**src/sv/envagc_pkg.sv**
```systemverilog
// shared constants, register codes, controller states and command/status types
package envagc_pkg;

  // sample and fixed point formats
  localparam int SAMPLE_BITS   = 32;
  localparam int FRACTION_BITS = 16;
  localparam int COEF_BITS     = 16;
  localparam int COEF_W        = COEF_BITS + 1;
  localparam int PROD_BITS     = SAMPLE_BITS + COEF_W;

  // coefficient value of 1.0
  localparam logic [COEF_W-1:0] COEF_ONE = COEF_W'(1) << COEF_BITS;

  // register reset values
  localparam longint SCALE_RESET_INT = 512;
  localparam logic [SAMPLE_BITS-1:0] INIT_SCALE_RST =
    SAMPLE_BITS'(SCALE_RESET_INT << FRACTION_BITS);
  localparam logic [COEF_W-1:0] ALPHA_RST = COEF_W'(3277);
  localparam logic [COEF_W-1:0] DECAY_RST = COEF_W'(65470);

  // divider: one quotient bit a cycle
  localparam int DIV_STEPS = COEF_BITS + 1;
  localparam int CNT_BITS  = $clog2(DIV_STEPS);

  // stream widths
  localparam int IN_BITS  = ((SAMPLE_BITS + 7) / 8) * 8;
  localparam int OUT_RAW  = COEF_W + SAMPLE_BITS;
  localparam int OUT_BITS = ((OUT_RAW + 7) / 8) * 8;

  // configuration port
  localparam int CFG_INDEX_BITS = 4;
  localparam int CFG_DATA_BITS  = 32;

  typedef enum logic [CFG_INDEX_BITS-1:0] {
    REG_DIODE_MODE    = 4'd0,
    REG_SMOOTH_ALPHA  = 4'd1,
    REG_SCALE_DECAY   = 4'd2,
    REG_INITIAL_SCALE = 4'd3
  } cfg_reg_t;

  typedef enum logic [2:0] {
    S_IDLE,
    S_DECAY,
    S_SCALE,
    S_LEVEL,
    S_RAISE,
    S_DIV,
    S_DONE
  } state_t;

  typedef struct packed {
    logic load_in;
    logic mul_decay;
    logic mul_alpha;
    logic scale_wb;
    logic level_wb;
    logic div_init;
    logic div_step;
    logic out_load;
  } cmd_t;

  typedef struct packed {
    logic div_last;
    logic out_free;
  } status_t;

endpackage

```
**src/sv/envagc_ctrl.sv**
```systemverilog
// controller state machine sequencing one item through the datapath
module envagc_ctrl
  import envagc_pkg::*;
(
  input  logic    clk,
  input  logic    rst,
  input  logic    in_valid,
  output logic    in_ready,
  input  status_t status,
  output cmd_t    cmd
);

  state_t state;
  state_t state_next;

  // state register
  always_ff @(posedge clk) begin
    if (rst) begin
      state <= S_IDLE;
    end else begin
      state <= state_next;
    end
  end

  // next state and commands
  always_comb begin
    state_next = state;
    cmd        = '0;
    in_ready   = 1'b0;
    unique case (state)
      S_IDLE: begin
        in_ready = 1'b1;
        if (in_valid) begin
          cmd.load_in = 1'b1;
          state_next  = S_DECAY;
        end
      end
      S_DECAY: begin
        cmd.mul_decay = 1'b1;
        state_next    = S_SCALE;
      end
      S_SCALE: begin
        cmd.scale_wb  = 1'b1;
        cmd.mul_alpha = 1'b1;
        state_next    = S_LEVEL;
      end
      S_LEVEL: begin
        cmd.level_wb = 1'b1;
        state_next   = S_RAISE;
      end
      S_RAISE: begin
        cmd.div_init = 1'b1;
        state_next   = S_DIV;
      end
      S_DIV: begin
        cmd.div_step = 1'b1;
        if (status.div_last) begin
          state_next = S_DONE;
        end
      end
      S_DONE: begin
        if (status.out_free) begin
          cmd.out_load = 1'b1;
          state_next   = S_IDLE;
        end
      end
      default: begin
        state_next = S_IDLE;
      end
    endcase
  end

endmodule

```
**src/sv/envagc_dp.sv**
```systemverilog
// datapath: config registers, shared multiplier, level/scale update, divider, output register
module envagc_dp
  import envagc_pkg::*;
(
  input  logic                      clk,
  input  logic                      rst,
  input  cmd_t                      cmd,
  output status_t                   status,
  input  logic [SAMPLE_BITS-1:0]    sample,
  input  logic                      cfg_we,
  input  logic [CFG_INDEX_BITS-1:0] cfg_index,
  input  logic [CFG_DATA_BITS-1:0]  cfg_data,
  output logic                      out_valid,
  input  logic                      out_ready,
  output logic [COEF_W-1:0]         out_norm,
  output logic [SAMPLE_BITS-1:0]    out_level
);

  // configuration and state
  logic                   diode_mode;
  logic [COEF_W-1:0]      smoothing_alpha;
  logic [COEF_W-1:0]      scale_decay;
  logic [SAMPLE_BITS-1:0] level;
  logic [SAMPLE_BITS-1:0] scale;

  // per item working registers
  logic [SAMPLE_BITS-1:0] x;
  logic [SAMPLE_BITS-1:0] diff;
  logic                   rise;
  logic                   take;
  logic [PROD_BITS-1:0]   prod;
  logic [SAMPLE_BITS:0]   rem;
  logic [COEF_W-1:0]      quo;
  logic [CNT_BITS-1:0]    cnt;
  logic                   scale_zero;

  logic [COEF_W-1:0]      alpha_sat;
  logic [COEF_W-1:0]      decay_sat;
  logic [SAMPLE_BITS-1:0] mul_a;
  logic [COEF_W-1:0]      mul_b;
  logic [SAMPLE_BITS-1:0] prod_hi;
  logic                   prod_frac;
  logic [SAMPLE_BITS-1:0] level_new;
  logic [SAMPLE_BITS-1:0] scale_new;
  logic [SAMPLE_BITS+1:0] trial;
  logic                   q_bit;
  logic [SAMPLE_BITS:0]   rem_sel;

  // coefficients above one saturate to one
  assign alpha_sat = smoothing_alpha[COEF_BITS] ? COEF_ONE : smoothing_alpha;
  assign decay_sat = scale_decay[COEF_BITS] ? COEF_ONE : scale_decay;

  // shared multiplier operand select
  assign mul_a = cmd.mul_alpha ? diff : scale;
  assign mul_b = cmd.mul_alpha ? alpha_sat : decay_sat;

  // floor and fraction flag of the scaled product
  assign prod_hi   = prod[COEF_BITS +: SAMPLE_BITS];
  assign prod_frac = |prod[COEF_BITS-1:0];

  // low-pass step or instant rise
  always_comb begin
    priority if (take) begin
      level_new = x;
    end else if (rise) begin
      level_new = level + prod_hi;
    end else begin
      level_new = level - prod_hi - SAMPLE_BITS'(prod_frac);
    end
  end

  // scale follows the level upward
  assign scale_new = (level > scale) ? level : scale;

  // one restoring divider step
  assign trial   = {1'b0, rem} - {2'b00, scale};
  assign q_bit   = ~trial[SAMPLE_BITS+1];
  assign rem_sel = q_bit ? trial[SAMPLE_BITS:0] : rem;

  assign status.div_last = (cnt == CNT_BITS'(DIV_STEPS - 1));
  assign status.out_free = ~out_valid | out_ready;

  // configuration registers, level and scale
  always_ff @(posedge clk) begin
    if (rst) begin
      diode_mode      <= 1'b1;
      smoothing_alpha <= ALPHA_RST;
      scale_decay     <= DECAY_RST;
      level           <= '0;
      scale           <= INIT_SCALE_RST;
    end else begin
      if (cfg_we) begin
        unique case (cfg_index)
          REG_DIODE_MODE:   diode_mode      <= cfg_data[0];
          REG_SMOOTH_ALPHA: smoothing_alpha <= cfg_data[COEF_W-1:0];
          REG_SCALE_DECAY:  scale_decay     <= cfg_data[COEF_W-1:0];
          REG_INITIAL_SCALE: begin
            scale <= cfg_data[SAMPLE_BITS-1:0];
          end
          default: begin
          end
        endcase
      end
      if (cmd.scale_wb) begin
        scale <= prod_hi;
      end
      if (cmd.level_wb) begin
        level <= level_new;
      end
      if (cmd.div_init) begin
        scale <= scale_new;
      end
    end
  end

  // working registers, no reset needed
  always_ff @(posedge clk) begin
    if (cmd.load_in) begin
      x <= sample;
    end
    if (cmd.mul_decay) begin
      rise <= (x >= level);
      take <= diode_mode & (x > level);
      diff <= (x >= level) ? (x - level) : (level - x);
    end
    if (cmd.mul_decay || cmd.mul_alpha) begin
      prod <= mul_a * mul_b;
    end
    if (cmd.div_init) begin
      rem        <= {1'b0, level};
      quo        <= '0;
      cnt        <= '0;
      scale_zero <= (scale_new == '0);
    end
    if (cmd.div_step) begin
      rem <= {rem_sel[SAMPLE_BITS-1:0], 1'b0};
      quo <= {quo[COEF_W-2:0], q_bit};
      cnt <= cnt + CNT_BITS'(1);
    end
    if (cmd.out_load) begin
      out_norm  <= scale_zero ? '0 : quo;
      out_level <= level;
    end
  end

  // output register valid
  always_ff @(posedge clk) begin
    if (rst) begin
      out_valid <= 1'b0;
    end else if (cmd.out_load) begin
      out_valid <= 1'b1;
    end else if (out_ready) begin
      out_valid <= 1'b0;
    end
  end

  // a result never overwrites one that is still waiting
  a_no_overwrite: assert property (@(posedge clk) disable iff (rst)
    cmd.out_load |-> (!out_valid || out_ready))
    else $error("output register overwritten");

  // partial remainder stays below twice the scale
  a_rem_bound: assert property (@(posedge clk) disable iff (rst)
    (cmd.div_step && !scale_zero) |-> (rem < {scale, 1'b0}))
    else $error("divider remainder out of range");

  // ratio never exceeds one
  a_ratio_bound: assert property (@(posedge clk) disable iff (rst)
    (cmd.out_load && !scale_zero) |-> (quo <= COEF_ONE))
    else $error("ratio above one");

  // new level lies between old level and the sample
  a_level_between: assert property (@(posedge clk) disable iff (rst)
    cmd.level_wb |=> (((level >= $past(level)) && (level <= $past(x))) ||
                      ((level <= $past(level)) && (level >= $past(x)))))
    else $error("level left its bounds");

endmodule

```
**src/sv/envelope_lpf_agc_normalizer.sv**
```systemverilog
// top level: envelope follower with gain control, controller plus datapath
//
//  channel   direction  handshake                    payload
//  s_axis    in         s_tvalid / s_tready          s_tdata[31:0] sample
//  m_axis    out        m_tvalid / m_tready          m_tdata[16:0] normalized, [48:17] level
//  cfg       in         cfg_valid / cfg_ready        cfg_index, cfg_data
//
// an item goes through the decay, scale, level, raise, divide and done states from acceptance
// until its result is loaded and the controller is idle again, and no new item is accepted
// before then; the 17-step restoring divider produces one quotient bit a cycle.
// the result sits in an output register; the next item is accepted while it waits,
// and the controller holds in its last state only if that register is still full.
// rst is synchronous: level 0, scale 512.0, registers to their defaults.
// cfg_ready is always high; writes are meant for idle periods only.
module envelope_lpf_agc_normalizer
  import envagc_pkg::*;
(
  input  logic                      clk,
  input  logic                      rst,
  input  logic                      s_tvalid,
  output logic                      s_tready,
  input  logic [IN_BITS-1:0]        s_tdata,   // [31:0] sample
  output logic                      m_tvalid,
  input  logic                      m_tready,
  output logic [OUT_BITS-1:0]       m_tdata,   // [16:0] normalized, [48:17] level
  input  logic                      cfg_valid,
  output logic                      cfg_ready,
  input  logic [CFG_INDEX_BITS-1:0] cfg_index,
  input  logic [CFG_DATA_BITS-1:0]  cfg_data
);

  cmd_t                   cmd;
  status_t                status;
  logic [COEF_W-1:0]      out_norm;
  logic [SAMPLE_BITS-1:0] out_level;

  assign cfg_ready = 1'b1;

  // controller
  envagc_ctrl u_ctrl (
    .clk      (clk),
    .rst      (rst),
    .in_valid (s_tvalid),
    .in_ready (s_tready),
    .status   (status),
    .cmd      (cmd)
  );

  // datapath
  envagc_dp u_dp (
    .clk       (clk),
    .rst       (rst),
    .cmd       (cmd),
    .status    (status),
    .sample    (s_tdata[SAMPLE_BITS-1:0]),
    .cfg_we    (cfg_valid & cfg_ready),
    .cfg_index (cfg_index),
    .cfg_data  (cfg_data),
    .out_valid (m_tvalid),
    .out_ready (m_tready),
    .out_norm  (out_norm),
    .out_level (out_level)
  );

  // result packing, zero filled to whole bytes
  assign m_tdata = {{(OUT_BITS - OUT_RAW){1'b0}}, out_level, out_norm};

endmodule

```
**config.mk**
```make
export PLATFORM = sky130hd
export DESIGN_NAME = envelope_lpf_agc_normalizer
export DESIGN_NICKNAME = d
export VERILOG_FILES = /design/src/sv/envagc_pkg.sv /design/src/sv/envagc_ctrl.sv /design/src/sv/envagc_dp.sv /design/src/sv/envelope_lpf_agc_normalizer.sv
export SDC_FILE = /design/constraint.sdc
export NUM_CORES = 2
export LEC_CHECK = 0
export BUFFER_PORTS_ARGS = -buffer_cell sky130_fd_sc_hd__buf_2
export CORE_ASPECT_RATIO = 2
export CORE_MARGIN = 4
export CORE_UTILIZATION = 29
export CTS_CLUSTER_SIZE = 28
export DETAILED_ROUTE_END_ITERATION = 16
export GPL_ROUTABILITY_DRIVEN = 0
export MAX_ROUTING_LAYER = met4
export SLEW_MARGIN = 10
export SYNTH_ARGS = -nofsm -noshare
export SYNTH_HDL_FRONTEND = slang
export SYNTH_SLANG_ARGS = --single-unit
```
**constraint.sdc**
```tcl
create_clock -name clk -period 11.1 [get_ports clk]
set_clock_uncertainty 0.05 [all_clocks]
set_input_delay 0.555 -clock clk [delete_from_list [all_inputs] [get_ports clk]]
set_output_delay 0.555 -clock clk [all_outputs]
set_load 0.1 [all_outputs]
```
Yosys cells after proc, flatten, opt, wreduce, memory -nomap -nowiden
Index checks and enable logic that the tools add are counted.

cells by class
  bitwise logic cells = 4
  $add $sub $neg = 7
  reductions and logical operators = 14
  multiply operators = 1
  $lt $le $gt $ge = 3
  eq/ne operators = 13
  muxes and demuxes = 35

operator list
  operator                                                         number
  32-bit two-way mux                                               10
  32-bit subtractor                                                3
  17-bit two-way mux                                               5
  33-bit two-way mux                                               2
  32-bit greater-than comparator                                   2
  32-bit by 17-bit multiplier with 48-bit output                   1
  33-bit by 32-bit subtractor with 34-bit output                   1
  32-bit adder                                                     1
  32-bit greater-or-equal comparator                               1
  32-bit zero test                                                 1
  32-bit by 1-bit subtractor with 32-bit output                    1
  3-bit one-hot mux with 7 select lines                            1
  16-bit OR reduction                                              1
  1-bit two-way mux                                                11
  5-bit two-way mux                                                2
  3-bit == test, second input constant                             3
  3-bit two-way mux                                                3
  4-bit by 2-bit == test with 1-bit output, second input constant  2
  2-bit AND reduction                                              4
  3-bit by 2-bit == test with 1-bit output, second input constant  2
  2-bit inequality test, second input constant                     3
  3-bit nonzero test                                               2
  5-bit by 1-bit adder with 5-bit output, second input constant    1
  5-bit == test, second input constant                             1
  other kinds (11)                                                 13

storage, ports and cells
  word-level logic and storage cells = 96
  bits of input ports = 73
  output and inout bits = 59
  register bits after elaboration = 322

Logic depth before layout (Yosys ltp)
  depth after elaboration = 5
  depth in mapped cells = 33
  mapped depth without buffers = 28

Cells and area by module
A second synthesis with hierarchy kept.

second synthesis, totals
  cells, all modules = 4494
  area total of the unflattened synthesis = 39560.4 µm²

by module, submodules not included
  module                       area an instance (µm²)  cells each  times used  sequential area each (µm²)
  envagc_dp                    39257.7                 4458        1           8568.2
  envagc_ctrl                  235.2                   26          1           60.1
  envelope_lpf_agc_normalizer  67.6                    10          1           0.0

Worst setup path before layout
No wires, ideal clock.

  path kind = reg2reg
  start = register u_ctrl.state[1]
  end = register u_dp.prod[47], data pin
  data required time = 10.790 ns
  setup slack = 3.248 ns
  buffers on the path = 4
  cell stages (with the launch flop) = 31
  clock period less this slack = 7.852 ns
  library setup time = 0.260 ns
  data arrival time = 7.542 ns
  cells stage by stage = dfxtp_1 > clkbuf_1 > inv_1 > or3_1 > nor2_1 > clkbuf_1 > a22o_1 > clkbuf_1 > nand2_1 > fa_1 > inv_1 > fa_1 > inv_1 > fa_1 > inv_1 > fa_1 > fa_1 > inv_1 > fa_1 > inv_1 > ha_1 > clkbuf_1 > a21o_1 > a21o_1 > a21o_1 > a311oi_1 > nand3_1 > a21o_1 > a31o_2 > a21oi_1 > xnor2_1

between the ends
  longest elaborated chain between the ends = 4

ends and longest elaborated chain
  element                                                   line                              source
  from (decl)                                               envagc_ctrl.sv:13                 state_t state;
  from (signal assigned)                                    envagc_ctrl.sv:21                 state <= state_next;
  3-bit by 2-bit == test with 1-bit output (*)              envagc_ctrl.sv:30                 unique case (state)
  2-bit two-way mux (*)                                     envagc_ctrl.sv:30
  32-bit two-way mux or 17-bit two-way mux (tied branches)  envagc_dp.sv:54, envagc_dp.sv:55
  32-bit by 17-bit multiplier with 48-bit output (*)        envagc_dp.sv:127                  prod <= mul_a * mul_b;
  to (signal assigned)                                      envagc_dp.sv:127
  to (decl)                                                 envagc_dp.sv:31                   logic [PROD_BITS-1:0] prod;

Mark *: on every way between the ends. The rest lies on a longest branch, timed or not.
A chain may end at the register's enable or synchronous reset.

Final worst setup path
Ends and elaborated chain as after synthesis.

==> impl_results.md <==
* Area fraction of the dominant cell type after synthesis at a little under a quarter
* Fraction of layout cells with a size suffix above 1 at 6.884%
* Synth async-reset ratio at 0%
* Critical path launch point type: flip-flop
* Leakage power at roughly 20 nW
* Total gr overflow at 0
* Site row count at 192
* Wire length of the first global-routing pass at about 230000 um
* Number of sinks handled by clock tree synthesis at approximately 320
* Mapped Cells at between 4000 and 5000
* Cell at the root of the clock tree: sky130_fd_sc_hd__clkbuf_16
* Number of I/O port buffers at 123
* Worst R2R End: u_dp.prod[47]
* GRT Total Usage at a little over a fifth
* Post-placement setup slack at around 2000 ps
* Total Wirelength at 154900 um
* Largest vdd supply drop at approximately 0.37 mV
* Critical Path Max Stage Delay at between 800 and 900 ps
* Via-per-instance ratio at roughly 5.4
* Post-route DRC violation count at 0
* Reg-to-reg setup timing slack at 1850 ps
* Vias after detailed routing at around 34000
* Layout area overhead at 9.324%
* First element of the critical path: u_ctrl.state[1]
* Part of the Yosys area used for sequential elements at roughly 22%
* Startpoint of the lowest-slack register-to-register path: u_ctrl.state[1]
* Number of placed I/O pins at approximately 130
* Arrival time reported for the critical path endpoint at about 9600 ps
* Setup Total Neg Slack at 0 ps
* Number of buffers and inverters on the critical path at 5
* Post-synth top flop: sky130_fd_sc_hd__edfxtp_1
* Count of TritonRoute iterations in the first routing pass at 6
* Number of buffers created by CTS at 28
* Top cells by area in the synthesized netlist: sky130_fd_sc_hd__fa_1 (23%), sky130_fd_sc_hd__edfxtp_1 (16%), sky130_fd_sc_hd__ha_1 (11%)
* Share of the clock period used by the worst path after layout at about 83%
* Mean routed wirelength per cell at around 24 um
* Data required time at the worst endpoint at roughly 11000 ps
* Worst-skew pair later-pin latency at around 660 ps
* Layout filler cell count at roughly 15000
* Flop and latch count out of synthesis at 322
* Number of design-rule violations left by the first detailed-router iteration at 2767
* Clock period minus worst slack at 9245 ps
* Final count of hold timing violations at 0
* Setup repair after global routing missed its margin: no
* Stages on the worst setup path at 26
* Antenna violations before repair at 13
* Number of nets in the layout at ~5500
* Area of the core region at 136900 um2
* Total count of max-transition violations in the final report at 0
* Synth cell types at 93
* Post-Place Cell Area at 42730 um2
* Power per standard cell area at between 300 and 400 nW/um2
* Initial Utilization at about 30%
* Cell type contributing the most total cell area after synthesis: sky130_fd_sc_hd__fa_1
* Maximum net fanout on the critical path at 34
* Yosys warning total at 0
* X dimension of the die at 270.8 um
* Post-DP HPWL at between 100000 and 150000 um
* CTS tree: built
* Maximum operating frequency at ~110 MHz
* Number of global-route vias before repair at roughly 36000
* Endpoint of the most critical setup path: u_dp.prod[47]
* Number of buffers inserted by post-CTS setup repair at 0
* Clock transition time at the flip-flop clock pins of the worst setup and hold paths at 70 ps
* Die Area at between 100000 and 150000 um2
* Cells on worst reg2reg path at 26
* Die boundary height at roughly 530 um
* Maximum number of pins on one net before global-route repair at approximately 160
* Synthesized area per cell at 8.689 um2
* Maximum Capacitance Violations at 0
* Max-slew headroom at the worst pin at ~1.9%
* Endpoint class of the critical path: flip-flop
* Longest Clk Path Bufs at 3
* Delay-heaviest family, CP: adder cells
* Detail Route Antenna Nets at 0
* Transition at the pin with the smallest max-transition slack at around 1500 ps
* Netlist area before placement at 40050 um2
* CP max stage cell: sky130_fd_sc_hd__a22o_1
* Number of setup violations in the final report at 0
* Number of H-tree levels at 1
* Worst hold-check path type: primary input to flip-flop
* Fin area at between 40000 and 50000 um2
* Post-layout power at around 0.016 W
* Number of enable flip-flop cells after synthesis at about 220
* WS Path Type: flip-flop to flip-flop
* Most common cell type on the critical path: sky130_fd_sc_hd__fa_1
* Result of the run: completed
* Setup slack after layout at approximately 1900 ps
[cell usage after synthesis (15+ instances only)]
| cell type | number |
|---|---|
| sky130_fd_sc_hd__nor3_1 | 34 |
| sky130_fd_sc_hd__xnor2_1 | 119 |
| sky130_fd_sc_hd__o21bai_1 | 25 |
| sky130_fd_sc_hd__nor4_1 | 30 |
| sky130_fd_sc_hd__o22ai_1 | 39 |
| sky130_fd_sc_hd__a21o_1 | 146 |
| sky130_fd_sc_hd__and3_1 | 34 |
| sky130_fd_sc_hd__a21oi_1 | 322 |
| sky130_fd_sc_hd__dfxtp_1 | 104 |
| sky130_fd_sc_hd__o21a_1 | 25 |
| sky130_fd_sc_hd__a22oi_1 | 17 |
| sky130_fd_sc_hd__a31oi_1 | 24 |
| sky130_fd_sc_hd__nand2_1 | 544 |
| sky130_fd_sc_hd__buf_1 | 17 |
| sky130_fd_sc_hd__nor2_1 | 416 |
| sky130_fd_sc_hd__a22o_1 | 19 |
| sky130_fd_sc_hd__buf_2 | 15 |
| sky130_fd_sc_hd__fa_1 | 454 |
| sky130_fd_sc_hd__mux2i_1 | 107 |
| sky130_fd_sc_hd__o211ai_1 | 25 |
| sky130_fd_sc_hd__nand2b_1 | 20 |
| sky130_fd_sc_hd__nor2b_1 | 63 |
| sky130_fd_sc_hd__a211oi_1 | 34 |
| sky130_fd_sc_hd__inv_1 | 733 |
| sky130_fd_sc_hd__ha_1 | 339 |
| sky130_fd_sc_hd__nand3_1 | 50 |
| sky130_fd_sc_hd__nand4_1 | 45 |
| sky130_fd_sc_hd__xor2_1 | 39 |
| sky130_fd_sc_hd__edfxtp_1 | 218 |
| sky130_fd_sc_hd__clkbuf_1 | 174 |
| sky130_fd_sc_hd__o21ai_0 | 168 |
[worst register-to-register path, stage by stage, from the launching register on]
cell                       delay [ps]
sky130_fd_sc_hd__dfxtp_1          550
sky130_fd_sc_hd__inv_1            180
sky130_fd_sc_hd__or3_1            550
sky130_fd_sc_hd__nor2_2           120
sky130_fd_sc_hd__buf_4            360
sky130_fd_sc_hd__a22o_1           910
sky130_fd_sc_hd__nand2_1          200
sky130_fd_sc_hd__fa_1             570
sky130_fd_sc_hd__inv_1             60
sky130_fd_sc_hd__fa_1             550
sky130_fd_sc_hd__fa_1             440
sky130_fd_sc_hd__fa_1             470
sky130_fd_sc_hd__fa_1             500
sky130_fd_sc_hd__inv_1             60
sky130_fd_sc_hd__fa_1             470
sky130_fd_sc_hd__inv_1             40
sky130_fd_sc_hd__ha_1             360
sky130_fd_sc_hd__a21o_1           220
sky130_fd_sc_hd__o21bai_1         220
sky130_fd_sc_hd__a221oi_1         610
sky130_fd_sc_hd__nor2b_1          140
sky130_fd_sc_hd__a221oi_2         350
sky130_fd_sc_hd__nand3_1          240
sky130_fd_sc_hd__a21o_1           250
sky130_fd_sc_hd__a31o_2           230
sky130_fd_sc_hd__a21oi_1          170
sky130_fd_sc_hd__xnor2_1           90
[registers in the layout, summed over array words and instances, names as in the netlist, 5 cells and up]
register / cells
u_dp.scale_decay: 17
u_dp.level: 32
u_dp.rem: 33
u_dp.out_level: 32
u_dp.diff: 32
u_dp.x: 32
u_dp.cnt: 5
u_dp.scale: 32
u_dp.smoothing_alpha: 17
u_dp.quo: 17
u_dp.prod: 48
u_dp.out_norm: 17
[report_power, final]
part	total, W	switching [W]	internal, W
registers	0.00202	0.000185	0.00184
clock network	0.00113	0.000534	0.000593
logic	0.0125	0.00779	0.00468
total	0.0156	0.00850	0.00711
[layout make-up]
cell class | instances | area [um2] | area share (%)
tap | 1746 | 2185 | 4.989
timing repair buffer | 217 | 1339 | 3.057
clock inverter | 20 | 247.7 | 0.5657
antenna | 10 | 25.02 | 0.05715
sequential | 322 | 8630 | 19.71
multi-input combinational | 3333 | 27830 | 63.55
inverter | 739 | 2778 | 6.343
clock buffer | 32 | 757.0 | 1.729
[layer usage]
metal	part of all wire, %	track usage [%]	up-vias
li1	-	-	15296
met1	31	19.92	16820
met2	49	37.54	1591
met3	5.7	2.496	750
met4	14	21.96	0
met5	0	-	-
[worst min-delay path by stage]
stage,start,to,cells past startpoint
after floorplan,u_dp.smoothing_alpha[16],u_dp.smoothing_alpha[16],2
after global placement,u_dp.level[10],u_dp.level[10],2
after detailed placement,u_dp.level[10],u_dp.level[10],2
after CTS,s_tdata[7],u_dp.x[7],1
after global routing,s_tdata[6],u_dp.x[6],1
final,s_tdata[6],u_dp.x[6],1
[timing repair]
action / CTS / global route
hold endpoints to repair: 2 / 0
resized for setup: 0 / 0
hold buffers: 2 / 0
[placed cells by master, fill, tap and decap left out, types with 123 or more instances in the layout]
| cell type | n |
|---|---|
| sky130_fd_sc_hd__a21o_1 | 146 |
| sky130_fd_sc_hd__nand2_1 | 544 |
| sky130_fd_sc_hd__a21oi_1 | 322 |
| sky130_fd_sc_hd__inv_1 | 732 |
| sky130_fd_sc_hd__ha_1 | 339 |
| sky130_fd_sc_hd__edfxtp_1 | 218 |
| sky130_fd_sc_hd__buf_2 | 123 |
| sky130_fd_sc_hd__nor2_1 | 411 |
| sky130_fd_sc_hd__o21ai_0 | 167 |
| sky130_fd_sc_hd__fa_1 | 454 |
[stage by stage]
stage	instances	hold WS [ps]	utilization (%)
2_1_floorplan	4616	386.7	-
6_report	6419	30.23	31.98
4_1_cts	6409	1.141	31.96
3_5_place_dp	6355	405.7	31.21
5_1_grt	6414	7.901	31.97
3_3_place_gp	6355	395.0	31.21
[cells by family (layout without fill, tap and decap cells)]
kind of cell / Yosys count / in the layout / synth area share [%]
and+or+nand+nor: 1287 / 1287 / 13.98
other: 2 / 18 / 0.01875
DFF: 322 / 322 / 21.54
xor gates and xnor gates: 158 / 158 / 3.455
adders and majority gates: 793 / 793 / 33.28
buffers and inverters: 961 / 1008 / 9.246
AOI/OAI and AO/OA: 978 / 978 / 15.72
muxes: 109 / 109 / 2.758
No activity file was read; power rests on OpenSTA's default activity.
